`config.mk`:
```
export PLATFORM = sky130hd
export DESIGN_NAME = sha256_message_digest_flat
export DESIGN_NICKNAME = d
export VERILOG_FILES = /design/src/hw/rtl/sha_pkg.sv /design/src/hw/rtl/sha_if.sv /design/src/hw/rtl/sha256_message_digest.sv /design/src/hw/rtl/sha_core.sv /design/src/flat_wrapper.sv
export SDC_FILE = /design/constraint.sdc
export NUM_CORES = 2
export LEC_CHECK = 0
export CAP_MARGIN = 20
export CELL_PAD_IN_SITES_DETAIL_PLACEMENT = 0
export CELL_PAD_IN_SITES_GLOBAL_PLACEMENT = 1
export CORE_ASPECT_RATIO = 1.75
export CORE_MARGIN = 2
export CORE_UTILIZATION = 45
export DETAILED_ROUTE_END_ITERATION = 8
export DONT_BUFFER_PORTS = 1
export PLACE_DENSITY_LB_ADDON = 0.1
export SYNTH_ARGS = -nofsm -noshare
export SYNTH_HDL_FRONTEND = slang
export SYNTH_SLANG_ARGS = --single-unit
```
`constraint.sdc`:
```
create_clock -name clock -period 26.1 [get_ports clock]
set_clock_uncertainty 0.15 [all_clocks]
set_input_delay 1.305 -clock clock [delete_from_list [all_inputs] [get_ports clock]]
set_output_delay 1.305 -clock clock [all_outputs]
set_load 0.01 [all_outputs]
```
`src/hw/rtl/sha_pkg.sv`:
```
// Package: SHA-256 constants, types and round functions.
package sha_pkg;

   localparam int WordWidth  = 32;
   localparam int BlockWords = 16;
   localparam int HashWords  = 8;
   localparam int Rounds     = 64;

   typedef logic [WordWidth-1:0] word_type;

   typedef enum logic [2:0] {
      ST_IDLE,
      ST_PAD,
      ST_LOAD,
      ST_ROUND,
      ST_UPDATE,
      ST_OUTPUT
   } state_type;

   // Control from the sequencer to the round unit.
   typedef struct packed {
      logic start;   // load working vars from hash
      logic step;    // run one round
      logic update;  // fold working vars into hash
      logic init;    // return hash to initial values
   } core_ctrl_type;

   function automatic word_type initial_hash(input logic [2:0] idx);
      unique case (idx)
         3'd0: initial_hash = 32'h6a09e667;
         3'd1: initial_hash = 32'hbb67ae85;
         3'd2: initial_hash = 32'h3c6ef372;
         3'd3: initial_hash = 32'ha54ff53a;
         3'd4: initial_hash = 32'h510e527f;
         3'd5: initial_hash = 32'h9b05688c;
         3'd6: initial_hash = 32'h1f83d9ab;
         default: initial_hash = 32'h5be0cd19;
      endcase
   endfunction

   localparam word_type RoundK [Rounds] = '{
      32'h428a2f98, 32'h71374491, 32'hb5c0fbcf, 32'he9b5dba5,
      32'h3956c25b, 32'h59f111f1, 32'h923f82a4, 32'hab1c5ed5,
      32'hd807aa98, 32'h12835b01, 32'h243185be, 32'h550c7dc3,
      32'h72be5d74, 32'h80deb1fe, 32'h9bdc06a7, 32'hc19bf174,
      32'he49b69c1, 32'hefbe4786, 32'h0fc19dc6, 32'h240ca1cc,
      32'h2de92c6f, 32'h4a7484aa, 32'h5cb0a9dc, 32'h76f988da,
      32'h983e5152, 32'ha831c66d, 32'hb00327c8, 32'hbf597fc7,
      32'hc6e00bf3, 32'hd5a79147, 32'h06ca6351, 32'h14292967,
      32'h27b70a85, 32'h2e1b2138, 32'h4d2c6dfc, 32'h53380d13,
      32'h650a7354, 32'h766a0abb, 32'h81c2c92e, 32'h92722c85,
      32'ha2bfe8a1, 32'ha81a664b, 32'hc24b8b70, 32'hc76c51a3,
      32'hd192e819, 32'hd6990624, 32'hf40e3585, 32'h106aa070,
      32'h19a4c116, 32'h1e376c08, 32'h2748774c, 32'h34b0bcb5,
      32'h391c0cb3, 32'h4ed8aa4a, 32'h5b9cca4f, 32'h682e6ff3,
      32'h748f82ee, 32'h78a5636f, 32'h84c87814, 32'h8cc70208,
      32'h90befffa, 32'ha4506ceb, 32'hbef9a3f7, 32'hc67178f2
   };

   function automatic word_type rotr(input word_type x, input int n);
      rotr = (x >> n) | (x << (WordWidth - n));
   endfunction

endpackage

```
`src/hw/rtl/sha_if.sv`:
```
// Interfaces: request and response channels.
interface sha_req_if;
   logic       valid;
   logic       ready;
   logic [7:0] data_byte;
   logic       byte_present;
   logic       end_of_message;
   modport source (output valid, data_byte, byte_present, end_of_message, input ready);
   modport sink   (input valid, data_byte, byte_present, end_of_message, output ready);
endinterface

interface sha_rsp_if;
   logic        valid;
   logic        ready;
   logic [2:0]  word_index;
   logic [31:0] digest_word;
   logic        last_word;
   modport source (output valid, word_index, digest_word, last_word, input ready);
   modport sink   (input valid, word_index, digest_word, last_word, output ready);
endinterface

```
`src/hw/rtl/sha256_message_digest.sv`:
```
// Top level: SHA-256 digest of a byte stream, one byte per item.
//
//  port | dir | fields                                     | handshake
//  req  | in  | data_byte[8], byte_present, end_of_message | valid/ready
//  rsp  | out | word_index[3], digest_word[32], last_word  | valid/ready
//
// A byte that does not complete a block keeps req.ready high; such items can follow back to back.
// A byte that completes a block holds req.ready low through load, 64 rounds and update.
// An end item adds, per padded block, a padding step, load, 64 rounds and update: one block
// when fewer than 56 bytes are pending, two otherwise. Eight words then follow, one
// per cycle with rsp.ready high; a stall on rsp holds the current word.
// Reset is synchronous, active high; the initial hash loads while it is asserted.
module sha256_message_digest
   import sha_pkg::*;
(
   input  logic clock,
   input  logic reset,
   sha_req_if.sink   req,
   sha_rsp_if.source rsp
);

   state_type     state_ff, state_in;
   core_ctrl_type ctrl;
   word_type      blk_ff [BlockWords];
   word_type      blk_in [BlockWords];
   logic [31:0]   len_ff;
   logic [5:0]    round_ff;
   logic [2:0]    out_ff;
   logic          pad_ff;      // end came with a full block; padding still to build
   logic          second_ff;   // a length-only block still follows
   logic          final_ff;    // last padded block built; digest follows
   logic          accept;
   logic          full;
   logic [5:0]    fill;
   logic [31:0]   bit_len;
   word_type      hash_word;

   assign accept  = req.valid && req.ready;
   assign fill    = len_ff[5:0];
   // This item completes a 64-byte block.
   assign full    = accept && req.byte_present && (fill == 6'd63);
   // Lower 32 bits of the bit length; the byte count wraps on its own.
   assign bit_len = {len_ff[28:0], 3'b000};

   sha_core u_core (
      .clock       (clock),
      .ctrl        (ctrl),
      .round_idx   (round_ff),
      .block_words (blk_ff),
      .read_idx    (out_ff),
      .hash_word   (hash_word)
   );

   // Next state.
   always_comb begin
      state_in = state_ff;
      unique case (state_ff)
         ST_IDLE: begin
            if (full) state_in = ST_LOAD;
            else if (accept && req.end_of_message) state_in = ST_PAD;
         end
         ST_PAD:    state_in = ST_LOAD;
         ST_LOAD:   state_in = ST_ROUND;
         ST_ROUND:  if (round_ff == 6'd63) state_in = ST_UPDATE;
         ST_UPDATE: begin
            // Build another padded block, show the digest, or wait for bytes.
            priority if (pad_ff || second_ff) state_in = ST_PAD;
            else if (final_ff) state_in = ST_OUTPUT;
            else state_in = ST_IDLE;
         end
         ST_OUTPUT: if (rsp.ready && out_ff == 3'd7) state_in = ST_IDLE;
         default:   state_in = ST_IDLE;
      endcase
   end

   // Outputs.
   always_comb begin
      ctrl        = '0;
      ctrl.start  = (state_ff == ST_LOAD);
      ctrl.step   = (state_ff == ST_ROUND);
      ctrl.update = (state_ff == ST_UPDATE);
      ctrl.init   = reset || (state_ff == ST_OUTPUT && rsp.ready && out_ff == 3'd7);
      req.ready   = (state_ff == ST_IDLE) && !reset;
      rsp.valid   = (state_ff == ST_OUTPUT);
   end

   assign rsp.word_index  = out_ff;
   assign rsp.digest_word = hash_word;
   assign rsp.last_word   = (out_ff == 3'd7);

   // Block buffer: take bytes in idle, write padding in ST_PAD.
   always_comb begin
      blk_in = blk_ff;
      if (state_ff == ST_IDLE && accept && req.byte_present) begin
         // First byte of each group of four lands in the top lane.
         blk_in[fill[5:2]][{~fill[1:0], 3'b000} +: 8] = req.data_byte;
      end else if (state_ff == ST_PAD) begin
         if (second_ff) begin
            // Length-only block after a pad that overflowed the first one.
            for (int j = 0; j < BlockWords; j++) blk_in[j] = '0;
            blk_in[BlockWords-1] = bit_len;
         end else begin
            // Marker byte at the fill point, zeros after it.
            for (int j = 0; j < BlockWords; j++) begin
               for (int b = 0; b < 4; b++) begin
                  if (6'(4*j + b) == fill) blk_in[j][31-8*b -: 8] = 8'h80;
                  else if (6'(4*j + b) > fill) blk_in[j][31-8*b -: 8] = 8'h00;
               end
            end
            // Room left for the length: fold it in here.
            if (fill < 6'd56) blk_in[BlockWords-1] = bit_len;
         end
      end
   end

   always_ff @(posedge clock) begin
      blk_ff <= blk_in;
   end

   always_ff @(posedge clock) begin
      if (reset) begin
         state_ff  <= ST_IDLE;
         len_ff    <= '0;
         round_ff  <= '0;
         out_ff    <= '0;
         pad_ff    <= 1'b0;
         second_ff <= 1'b0;
         final_ff  <= 1'b0;
      end else begin
         state_ff <= state_in;
         unique case (state_ff)
            ST_IDLE: begin
               if (accept && req.byte_present) len_ff <= len_ff + 32'd1;
               // Hold the end mark across the compression of a full block.
               if (full) pad_ff <= req.end_of_message;
            end
            ST_PAD: begin
               pad_ff <= 1'b0;
               if (second_ff) begin
                  second_ff <= 1'b0;
                  final_ff  <= 1'b1;
               end else if (fill >= 6'd56) begin
                  second_ff <= 1'b1;
               end else begin
                  final_ff <= 1'b1;
               end
            end
            ST_LOAD:  round_ff <= '0;
            ST_ROUND: round_ff <= round_ff + 6'd1;
            ST_OUTPUT: begin
               if (rsp.ready) begin
                  out_ff <= out_ff + 3'd1;
                  // Last word taken: drop the count, hash returns to initial values.
                  if (out_ff == 3'd7) begin
                     len_ff   <= '0;
                     final_ff <= 1'b0;
                  end
               end
            end
            default: ;
         endcase
      end
   end

endmodule

```
`src/hw/rtl/sha_core.sv`:
```
// Round unit: schedule window, working variables and running hash.
module sha_core
   import sha_pkg::*;
(
   input  logic          clock,
   input  core_ctrl_type ctrl,
   input  logic [5:0]    round_idx,
   input  word_type      block_words [BlockWords],
   input  logic [2:0]    read_idx,
   output word_type      hash_word
);

   word_type hash_ff [HashWords];
   word_type hash_in [HashWords];
   word_type vars_ff [HashWords];
   word_type vars_in [HashWords];
   word_type win_ff  [BlockWords];
   word_type win_in  [BlockWords];

   word_type w, s0, s1, w2, w7, w15, w16, t1, t2;

   always_comb begin
      w2  = win_ff[4'(round_idx - 6'd2)];
      w7  = win_ff[4'(round_idx - 6'd7)];
      w15 = win_ff[4'(round_idx - 6'd15)];
      w16 = win_ff[round_idx[3:0]];
      s0  = rotr(w15, 7) ^ rotr(w15, 18) ^ (w15 >> 3);
      s1  = rotr(w2, 17) ^ rotr(w2, 19) ^ (w2 >> 10);
      w   = (round_idx < 6'd16) ? w16 : (s1 + w7 + s0 + w16);
      t1  = vars_ff[7] + (rotr(vars_ff[4], 6) ^ rotr(vars_ff[4], 11) ^ rotr(vars_ff[4], 25))
            + ((vars_ff[4] & vars_ff[5]) ^ (~vars_ff[4] & vars_ff[6]))
            + RoundK[round_idx] + w;
      t2  = (rotr(vars_ff[0], 2) ^ rotr(vars_ff[0], 13) ^ rotr(vars_ff[0], 22))
            + ((vars_ff[0] & vars_ff[1]) ^ (vars_ff[0] & vars_ff[2])
               ^ (vars_ff[1] & vars_ff[2]));

      hash_in = hash_ff;
      vars_in = vars_ff;
      win_in  = win_ff;
      if (ctrl.start) begin
         vars_in = hash_ff;
         win_in  = block_words;
      end else if (ctrl.step) begin
         win_in[round_idx[3:0]] = w;
         vars_in[7] = vars_ff[6];
         vars_in[6] = vars_ff[5];
         vars_in[5] = vars_ff[4];
         vars_in[4] = vars_ff[3] + t1;
         vars_in[3] = vars_ff[2];
         vars_in[2] = vars_ff[1];
         vars_in[1] = vars_ff[0];
         vars_in[0] = t1 + t2;
      end
      if (ctrl.init) begin
         for (int i = 0; i < HashWords; i++) hash_in[i] = initial_hash(3'(i));
      end else if (ctrl.update) begin
         for (int i = 0; i < HashWords; i++) hash_in[i] = hash_ff[i] + vars_ff[i];
      end
   end

   always_ff @(posedge clock) begin
      hash_ff <= hash_in;
      vars_ff <= vars_in;
      win_ff  <= win_in;
   end

   assign hash_word = hash_ff[read_idx];

endmodule

```
`src/flat_wrapper.sv`:
```
// flat-port wrapper written by rule: the top's interface ports become plain ports
module sha256_message_digest_flat import sha_pkg::*;
  (clock, reset, req_valid, req_data_byte, req_byte_present, req_end_of_message, req_ready, rsp_valid, rsp_word_index, rsp_digest_word, rsp_last_word, rsp_ready);
  sha_req_if req_i ();
  sha_rsp_if rsp_i ();
  input  logic clock;
  input  logic reset;
  input wire logic [$bits(req_i.valid)-1:0] req_valid;
  input wire logic [$bits(req_i.data_byte)-1:0] req_data_byte;
  input wire logic [$bits(req_i.byte_present)-1:0] req_byte_present;
  input wire logic [$bits(req_i.end_of_message)-1:0] req_end_of_message;
  output wire logic [$bits(req_i.ready)-1:0] req_ready;
  output wire logic [$bits(rsp_i.valid)-1:0] rsp_valid;
  output wire logic [$bits(rsp_i.word_index)-1:0] rsp_word_index;
  output wire logic [$bits(rsp_i.digest_word)-1:0] rsp_digest_word;
  output wire logic [$bits(rsp_i.last_word)-1:0] rsp_last_word;
  input wire logic [$bits(rsp_i.ready)-1:0] rsp_ready;
  assign req_i.valid = req_valid;
  assign req_i.data_byte = req_data_byte;
  assign req_i.byte_present = req_byte_present;
  assign req_i.end_of_message = req_end_of_message;
  assign req_ready = req_i.ready;
  assign rsp_valid = rsp_i.valid;
  assign rsp_word_index = rsp_i.word_index;
  assign rsp_digest_word = rsp_i.digest_word;
  assign rsp_last_word = rsp_i.last_word;
  assign rsp_i.ready = rsp_ready;
  sha256_message_digest u_core (.clock(clock), .reset(reset), .req(req_i), .rsp(rsp_i));
endmodule
```
* Yosys cells after proc, flatten, opt, wreduce, memory -nomap -nowiden
Memories as Yosys holds them, arrays and structs flattened.
Cells that the tools add are included.
** Operators by class
- Multiplexer cells :: 181
- Equal/unequal tests :: 79
- Order comparisons :: 76
- Reductions and logical operators :: 155
- Shifts and indexed selects :: 2
- Add/sub/neg operators :: 25
- Bitwise gates (word level) :: 35
** Operator list (number)
- 512-bit two-way mux :: 5
- 512-bit bitwise mux :: 2
- 8-bit two-way mux :: 128
- 32-bit two-way mux :: 19
- 32-bit adder :: 18
- 32-bit binary-select mux with 4-bit select :: 4
- 256-bit two-way mux :: 2
- 32-bit bitwise XOR :: 9
- 32-bit demux with 4-bit select :: 2
- 4-bit nonzero test :: 60
- 6-bit equality test (first input constant) :: 32
- 6-bit greater-than comparator (first input constant) :: 32
- 32-bit bitwise AND :: 5
- 2-bit AND reduction :: 66
- 32-bit binary-select mux with 3-bit select :: 1
- 5-bit by 6-bit equality test with 1-bit output (first input constant) :: 16
- 5-bit by 6-bit greater-than comparator with 1-bit output (first input constant) :: 16
- 32-bit case mux with 2 select lines :: 1
- 4-bit by 6-bit equality test with 1-bit output (first input constant) :: 8
- 4-bit by 6-bit greater-than comparator with 1-bit output (first input constant) :: 8
- 32-bit by 1-bit adder with 32-bit output (second input constant) :: 1
- 32-bit NOT :: 1
- 10-bit by 32-bit bitwise OR with 32-bit output :: 1
- 13-bit by 32-bit bitwise OR with 32-bit output :: 1
- 57 further kinds :: 115
** Storage, ports and cells
- Input bits :: 14
- Register bits after elaboration :: 1583
- Memories kept :: 1
- ROM bits :: 2048
** Memory list
- (no name shown) :: depth 64, bits a word 32, read ports 1, clocked after Yosys merged registers in 0, write ports 0, line sha_core.sv:32 : + RoundK[round_idx] + w;

* Depth between registers and ports, before layout
- Depth after elaboration :: 16
- Gate-level depth with buffers :: 67
- Depth with buffers taken out :: 57

* Cells and area by module
A second synthesis with hierarchy kept.
** Unflattened totals
- Cells, all modules :: 10542
- Area total of the unflattened synthesis :: 109650.2 um2
** By module, submodules not included
- sha_core :: cells each 7913, area each 82313.9 um2, times used 1
- sha256_message_digest :: cells each 2629, area each 27336.2 um2, times used 1

* Worst setup path after synthesis
No wires, ideal clock.
- Path kind :: flip-flop to flip-flop
- From :: reg u_core.round_ff[0]
- To :: reg u_core.u_core.vars_ff[254] (netlist name), data pin
- Setup slack :: 11.728 ns
- Clock period less this slack :: 14.372 ns
- Setup time :: 0.268 ns
- Required time :: 25.682 ns
- Cell stages (with the launch flop) :: 65
- Arrival time :: 13.954 ns
- Cells stage by stage :: dfxtp_1 buf_6 buf_6 buf_6 buf_4 buf_2 buf_2 clkbuf_1 inv_1 clkbuf_1 ha_1 buf_2 clkbuf_1 clkbuf_1 buf_1 mux4_2 mux4_2 fa_1 [... 29 more ...] xnor2_1 inv_1 fa_1 inv_1 ha_1 a21o_1 a21o_1 a21o_1 a21o_1 a21oi_1 o21ai_0 a2111oi_0 nor3_1 a41o_1 or4_1 a31oi_1 xor2_1 o21ai_0
** RTL lines
- start: declaration :: line sha256_message_digest.sv:27 : logic [5:0] round_ff;
- start signal: assignment :: line sha256_message_digest.sv:149 : ST_ROUND: round_ff <= round_ff + 6'd1;
- end signal: assignment :: line sha_core.sv:63 : vars_ff <= vars_in;
- end: declaration :: line sha_core.sv:15 : word_type vars_ff [HashWords];

==> results.sh <==
export IMPL_outcome="finished clean"
export IMPL_cp_end_kind="register"
export IMPL_rows=237
export IMPL_tightest_slew_ns=1.27
export IMPL_routed_wl_um=505000
export IMPL_clk_path_buf_depth=4
export IMPL_placed_cell_area_mm2=0.111
export IMPL_criticalPathCategory="reg2reg"
export IMPL_drt_iter0_drc=9853
export IMPL_clk_pin_slew_ns=0.06
export IMPL_die_width_um=374
export IMPL_syn_nets=11584
export IMPL_cp_start_kind="register"
export IMPL_io_pins=52
export IMPL_r2r_slack_ns=10.26
export IMPL_max_freq_mhz=63.1
export IMPL_synthTopCellsByArea="edfxtp_1 (36%), mux4_2 (11%), nand2_1 (6.2%)"
export IMPL_fp_dieH_um=651
export IMPL_drc_errors=0
export IMPL_grt_start_max_net_pins=165
export IMPL_yosysWarningCount=0
export IMPL_antenna_found_initial=24
export IMPL_min_path_type="in2reg"
export IMPL_ant_nets=0
export IMPL_first_global_vias=91114
export IMPL_syn_area_mm2=0.108
export IMPL_place_hpwl_um=366000
export IMPL_clock_sinks=1580
export IMPL_syn_mean_instance_area_um2=9.81
export IMPL_rsz0062_at_grt="no"
export IMPL_synth_compound_area_share_pct=14.6
export IMPL_worstPathArrival_ns=16.28
export IMPL_worstPathMaxFanout=37
export IMPL_routedWlPerCell_um=36.2
export IMPL_coreArea_mm2=0.238
export IMPL_port_buffers=0
export IMPL_area_delta_synth_final_pct=9.09
export IMPL_synth_fa_ha_area_share_pct=8.33
export IMPL_fin_tns_setup_ns=0
export IMPL_cpMaxStageDelayCell="o31ai_1"
export IMPL_avgViaCountPerCell=6.57
export IMPL_synth_top_area_share_pct=35.7
export IMPL_finalMaxSlewViolations=0
export IMPL_synth_most_common_cell="nand2_1"
export IMPL_overflow=0
export IMPL_vias=91763
export IMPL_ys_seq_elements=1580
export IMPL_final_hold_violation_count=0
export IMPL_crit_top_cell="inv_1"
export IMPL_synth_top_family_by_area="compound AO/OA/AOI/OAI gates"
export IMPL_yosysTopAreaCell="edfxtp_1"
export IMPL_cts_resized=0
export IMPL_synth_simple_area_share_pct=13.8
export IMPL_finalInstanceArea_mm2=0.117
export IMPL_synth_xor_area_share_pct=4.77
export IMPL_synth_cell_types=91
export IMPL_maxCapViolCount=0
export IMPL_period_share_pct=60.7
export IMPL_relSlewSlack_pct=14.7
export IMPL_firstDrtPassIters=6
export IMPL_cts_root_buffer="clkbuf_16"
export IMPL_synthMuxAreaShare_pct=12.8
export IMPL_synth_edf_count=1280
export IMPL_grt_pass1_wl_um=699000
export IMPL_async_flop_share_pct=0
export IMPL_netlist_instances=10974
export IMPL_cts_inserted_buffers=175
export IMPL_post_cts_repair_setup_buffers=0
export IMPL_cp_data_required_time_ns=26.54
export IMPL_final_nets=11301
export IMPL_hold_ws_ns=0.329
export IMPL_synthTopCellsByCount="nand2_1 (1773), edfxtp_1 (1280), nor2_1 (1221)"
export IMPL_min_period_ns=15.84
export IMPL_holdBufCountCts=0
export IMPL_htreeDepth=4
export IMPL_synth_ff_type="edfxtp_1"
export IMPL_track_usage_pct=40.8
export IMPL_gp_congestion=1.05
export IMPL_setup_viol=0
export IMPL_drive_gt1_share_pct=11.9
export IMPL_r2r_cells=54
export IMPL_max_stage_delay_ns=0.83
export IMPL_seq_area_frac_synth_pct=41.3
export IMPL_hold_depth=1
export IMPL_tritoncts="built"
export IMPL_clock_latency_ns=0.91
export IMPL_initial_core_util_pct=45.2
export IMPL_die_area_mm2=0.243
==> state kept, by name (all words and copies together) (netlist names) <==
signal / flops
u_core.blk_ff: 512
u_core.u_core.win_ff: 512
u_core.u_core.hash_ff: 256
u_core.u_core.vars_ff: 256
u_core.len_ff: 29
u_core.round_ff: 6
u_core.rsp.word_index: 3
u_core.state_ff: 3
u_core.final_ff: 1
u_core.pad_ff: 1
u_core.second_ff: 1
==> worst max-delay path, delay by kind of cell (launching register included) <==
kind | cells | cell delay (ns)
adders and majority gates | 12 | 5.30
AOI/OAI and AO/OA | 18 | 4.67
buffers and inverters | 13 | 2.03
and+or+nand+nor | 5 | 0.95
xor gates and xnor gates | 5 | 0.91
DFF | 1 | 0.71
muxes | 1 | 0.66
==> per-stage QoR <==
stage | setup slack [ns] | util, % | instances
after global placement | 10.02 | 46.8 | 13596
after CTS | 10.06 | 49.2 | 13916
after floorplan | 11.73 | - | 10974
after detailed placement | 10.09 | 46.8 | 13605
after global routing | 9.67 | 49.3 | 13933
final | 10.26 | 49.3 | 13957
==> metal layers <==
| layer | global-route usage [%] | part of all wire, % | vias up | routed length [um] |
|---|---|---|---|---|
| met5 | 0 | 0.014 | - | 69 |
| met4 | 44.1 | 13 | 10 | 66100 |
| met3 | 7.43 | 7.3 | 1990 | 36800 |
| met2 | 69.7 | 49 | 5289 | 247000 |
| met1 | 40.0 | 31 | 45661 | 155000 |
| li1 | - | - | 38813 | - |
==> path summary, 6_finish.rpt <==
check / startpoint / end
setup / recovery: u_core.round_ff[1] / u_core.u_core.vars_ff[254]
hold / removal: reset / u_core.len_ff[4]
setup reg to reg: u_core.round_ff[1] / u_core.u_core.vars_ff[254]
hold reg to reg: u_core.u_core.hash_ff[116] / u_core.u_core.hash_ff[116]
==> cell usage in the layout, fill, tap and decap left out, types with 149 or more instances in the layout <==
cell       instances
nand3_1          149
clkbuf_16        180
xnor2_1          366
mux4_2           540
dfxtp_1          291
buf_4            271
xor2_1           208
ha_1             397
a21o_1           189
nor2_1          1213
edfxtp_1        1280
fa_1             195
a21oi_1          914
inv_1            490
nand2_1         1770
o21ai_0          859
==> final cells by class <==
type | instances | area (um2)
fill | 22392 | 121000
multi-input combinational | 8146 | 59100
sequential | 1580 | 44500
clock buffer | 228 | 4740
tap | 3107 | 3890
timing repair buffer | 290 | 2360
inverter | 498 | 1880
clock inverter | 83 | 998
antenna | 25 | 62.6
==> cells by family after synthesis <==
kind of cell    count (synthesis)
fa+ha+maj                     601
compound gates               2673
xor+xnor                      581
buf+inv                      1248
flops                        1580
mux                           676
simple gates                 3615
Power is not shown: default switching activity piles up to over one toggle a cycle in this logic, so the estimate is an artifact.
